**src/rtl/gastar_pkg.sv**
```systemverilog
// types, constants and helper functions of the grid path search block
// no dependencies; used by every rtl module
`default_nettype none

package gastar_pkg;

    localparam int ROW_W  = 6;
    localparam int CFG_W  = 7;
    localparam int COST_W = 17;

    // largest grid side held in storage
    localparam int MAX_SIDE = 64;

    localparam logic [COST_W-1:0] UNREACHED = 17'h1FFFF;
    localparam logic [CFG_W-1:0]  SIDE_RESET = 7'd64;

    // opcodes of a request
    localparam logic [1:0] OP_LOAD   = 2'd0;
    localparam logic [1:0] OP_START  = 2'd1;
    localparam logic [1:0] OP_READ   = 2'd2;
    localparam logic [1:0] OP_UNUSED = 2'd3;

    // configuration register indexes
    localparam logic CFG_ROWS = 1'b0;
    localparam logic CFG_COLS = 1'b1;

    typedef struct packed {
        logic [1:0]       opcode;
        logic [ROW_W-1:0] cell_row;
        logic [ROW_W-1:0] cell_col;
        logic [7:0]       cell_value;
        logic [ROW_W-1:0] origin_row;
        logic [ROW_W-1:0] origin_col;
        logic [ROW_W-1:0] target_row;
        logic [ROW_W-1:0] target_col;
    } in_item_t;

    typedef struct packed {
        logic             search_found;
        logic             cell_valid;
        logic [ROW_W-1:0] path_row;
        logic [ROW_W-1:0] path_col;
        logic             path_last;
    } out_item_t;

    typedef struct packed {
        logic [ROW_W-1:0] row;
        logic [ROW_W-1:0] col;
    } coord_t;

    // one grid node in the node memory
    typedef struct packed {
        logic              wall;
        logic              mark;
        logic [COST_W-1:0] cost;
        logic [COST_W-1:0] est;
        coord_t            from;
    } node_word_t;

    // neighbor step result
    typedef struct packed {
        logic            in_grid;
        coord_t          pos;
        logic [COST_W:0] nd;
        logic [COST_W:0] est;
    } step_t;

    function automatic logic signed [1:0] step_row_delta(input logic [2:0] d);
        logic signed [1:0] v;
        case (d)
            3'd1, 3'd4, 3'd5: v = 2'sb01;
            3'd3, 3'd6, 3'd7: v = 2'sb11;
            default:          v = 2'sb00;
        endcase
        return v;
    endfunction

    function automatic logic signed [1:0] step_col_delta(input logic [2:0] d);
        logic signed [1:0] v;
        case (d)
            3'd0, 3'd4, 3'd6: v = 2'sb01;
            3'd2, 3'd5, 3'd7: v = 2'sb11;
            default:          v = 2'sb00;
        endcase
        return v;
    endfunction

    // straight steps first, diagonals after
    function automatic logic [3:0] step_cost(input logic [2:0] d);
        return d[2] ? 4'd14 : 4'd10;
    endfunction

    function automatic logic [ROW_W-1:0] abs_diff(input logic [ROW_W-1:0] a,
                                                  input logic [ROW_W-1:0] b);
        return (a > b) ? (a - b) : (b - a);
    endfunction

endpackage

`default_nettype wire

```
**src/rtl/gastar_step.sv**
```systemverilog
// neighbor step unit: position, bounds check, tentative cost and estimate
// depends on gastar_pkg
`default_nettype none

module gastar_step (
    input  gastar_pkg::coord_t               node,
    input  logic [2:0]                       dir,
    input  logic [gastar_pkg::CFG_W-1:0]     rows,
    input  logic [gastar_pkg::CFG_W-1:0]     cols,
    input  gastar_pkg::coord_t               target,
    input  logic [gastar_pkg::COST_W-1:0]    cost,
    output gastar_pkg::step_t                step
);

    logic signed [7:0] r;
    logic signed [7:0] c;
    logic signed [1:0] dr;
    logic signed [1:0] dc;

    // neighbor position
    always_comb
    begin
        dr = gastar_pkg::step_row_delta(dir);
        dc = gastar_pkg::step_col_delta(dir);
        r  = $signed({2'b00, node.row}) + 8'(dr);
        c  = $signed({2'b00, node.col}) + 8'(dc);
    end

    // bounds, cost and estimate
    always_comb
    begin
        step.in_grid = !r[7] && (r[6:0] < rows) && !c[7] && (c[6:0] < cols);
        step.pos.row = r[5:0];
        step.pos.col = c[5:0];
        step.nd      = 18'(cost) + 18'(gastar_pkg::step_cost(dir));
        step.est     = step.nd
                     + 18'(gastar_pkg::abs_diff(r[5:0], target.row))
                     + 18'(gastar_pkg::abs_diff(c[5:0], target.col));
    end

endmodule

`default_nettype wire

```
**config.mk**
```make
export PLATFORM = sky130hd
export DESIGN_NAME = gastar_step
export DESIGN_NICKNAME = d
export VERILOG_FILES = /design/src/rtl/gastar_pkg.sv /design/src/rtl/gastar_step.sv
export SDC_FILE = /design/constraint.sdc
export NUM_CORES = 1
export LEC_CHECK = 0
export BUFFER_PORTS_ARGS = -buffer_cell sky130_fd_sc_hd__buf_2
export CORE_MARGIN = 1
export CORE_UTILIZATION = 52
export DETAILED_ROUTE_END_ITERATION = 8
export PLACE_DENSITY = 0.84
export SYNTH_ARGS = -nofsm -noshare
export SYNTH_HDL_FRONTEND = slang
export SYNTH_SLANG_ARGS = --single-unit
export TNS_END_PERCENT = 50
```
**constraint.sdc**
```tcl
create_clock -name vclk -period 7.41
set_input_delay 0.3705 -clock vclk [all_inputs]
set_output_delay 0.3705 -clock vclk [all_outputs]
set_load 0.02 [all_outputs]
```
==> flow_summary.json <==
{
  "slew_headroom_pct": 59.9,
  "drc_errors": 0,
  "grt_pass1_wl_um": 10600,
  "synth_nets": 476,
  "path_class": "input port to output pin",
  "path_depth": 28,
  "multi_input_area_um2": 2490,
  "gr-usage-all-layers_pct": 23.6,
  "place.gp.congestion": 0.868,
  "rows": 26,
  "pwr_density_cell_nw_per_um2": 350,
  "finalSetupTns_ps": 0,
  "fin_area_um2": 3340,
  "fillerInstances": 462,
  "core_area_um2": 5110,
  "min_period_ps": 6830,
  "cts_hold_buf": 0,
  "critPathRequiredTime_ps": 7040,
  "ys_seq_area_share_pct": 0,
  "syn-instance-count": 348,
  "yosysWarnings": 0,
  "floorplan.die.height_um": 74.7,
  "antenna_left": 0,
  "post_cts_resized": 0,
  "die_w_um": 74.7,
  "route.met2.wl_um": 3590,
  "layout_commonest_cell": "buf_2",
  "n_sequential_cell": 0,
  "routedWlPerCell_um": 13.2,
  "postCtsSetupBuffers": 0,
  "met1_length_um": 2950,
  "die_area_um2": 5580,
  "slew_violations": 0,
  "grt_overflow": 0,
  "setup_viol": 0,
  "crit_start": "dir[2]",
  "outcome": "complete, no violations",
  "cp.arrival_ps": 6460,
  "antenna_found_initial": 0,
  "wl_met3_um": 248,
  "vias_per_cell": 5.34,
  "critPathLaunchType": "input port",
  "syn_area_um2": 2750,
  "clock.fmax_mhz": 146,
  "dp_hpwl_um": 6130,
  "p_total_mw": 1.17,
  "slowest_stage": "a21oi_1",
  "worst_slew_pin_slew_ps": 602,
  "hold_viol": 0,
  "ir_drop_mv": 0.371,
  "cp_slowest_stage_delay_ps": 450,
  "drtIter0Drc": 131,
  "dr.pass1.iters": 4,
  "hold_path_class": "input port to output pin",
  "grt_max_degree": 11,
  "critical_path.endpoint_type": "output pin",
  "nClkBuffers": 0,
  "crit_buf_inv": 5,
  "placed_area_um2": 3340,
  "portBuffers": 107,
  "vias": 2783,
  "drive_gt1_share_pct": 26.4,
  "endpoint": "step[15]",
  "highest-signal-layer": "met4",
  "area_growth_pct": 21.4,
  "cpMostUsedCell": "a21oi_1",
  "fin_crit_sh_pct": 92.2,
  "postRouteWirelength_um": 6890,
  "layout_common_cells": "buf_2 (107), inv_1 (61), ha_1 (56)",
  "floorplan.initialDensity_pct": 53.8,
  "whs_ps": 985,
  "n_antenna_cell": 0,
  "synth.distinct_cells": 49,
  "postSynthAreaPerCell_um2": 7.90,
  "max_cap_violations": 0,
  "io_pins": 107,
  "nets": 581,
  "cpLargestDelayFamily": "compound AO/OA/AOI/OAI gates",
  "rsz0062_at_grt": "no",
  "p_leak_nw": 1.81,
  "grt_pass1_vias": 2430,
  "regArea_um2": 0,
  "critPathMaxFanout": 6
}
==> cell type report <==
type	count	area share [%]
Inverter	61	6.86
Tap cell	70	2.62
Multi-Input combinational cell	283	74.5
Timing Repair Buffer	107	16.0
==> kinds of logic (layout without fill, tap and decap cells) <==
group | count (synthesis) | after routing | synth area share [%]
mux | 10 | 10 | 3.73
fa+ha+maj | 70 | 70 | 35.7
simple gates | 81 | 81 | 17.2
buf+inv | 65 | 168 | 9.56
xor+xnor | 44 | 44 | 14.0
compound gates | 78 | 78 | 19.8
==> per-stage QoR <==
step	utilization, %	setup WS (ps)	cells
floorplan	-	1180	348
global placement	65.4	908	521
detailed placement	65.4	619	521
CTS	65.4	585	521
global route	65.4	33.4	521
finish	65.4	578	521
==> power breakdown <==
group,switching (mW),total (mW),internal [mW]
registers,0,0,0
clock network,0,0,0
logic,0.688,1.17,0.480
==> metal layers <==
layer	track usage (%)	vias up
met4	3.14	0
met5	0	-
met1	30.9	1295
li1	-	1401
met2	43.6	75
met3	1.20	12
==> synth_stat cells (4+ instances only) <==
master | instances | area [um^2]
o21a_1 | 7 | 52.6
nand2b_1 | 7 | 43.8
xor2_1 | 15 | 131
a221oi_1 | 4 | 35.0
xnor2_1 | 29 | 254
nand2_1 | 11 | 41.3
fa_1 | 14 | 280
inv_1 | 61 | 229
o21ai_0 | 13 | 65.1
nor3_1 | 6 | 30.0
nor2b_1 | 11 | 68.8
o21bai_1 | 5 | 37.5
a21oi_1 | 18 | 90.1
nor2_1 | 18 | 67.6
a21o_1 | 10 | 75.1
ha_1 | 56 | 701
mux2i_1 | 8 | 80.1
==> how the worst min path moves through the flow <==
stage                     slack (ps)  endpoint  cells past startpoint  startpoint
after floorplan                  820  step[19]                      1     cost[1]
after global placement           990  step[18]                      2     cost[0]
after detailed placement         990  step[18]                      2     cost[0]
after CTS                        990  step[18]                      2     cost[0]
after global routing            1000  step[18]                      2     cost[0]
final                            980  step[18]                      2     cost[0]
Power figures use the tool's default switching activity.
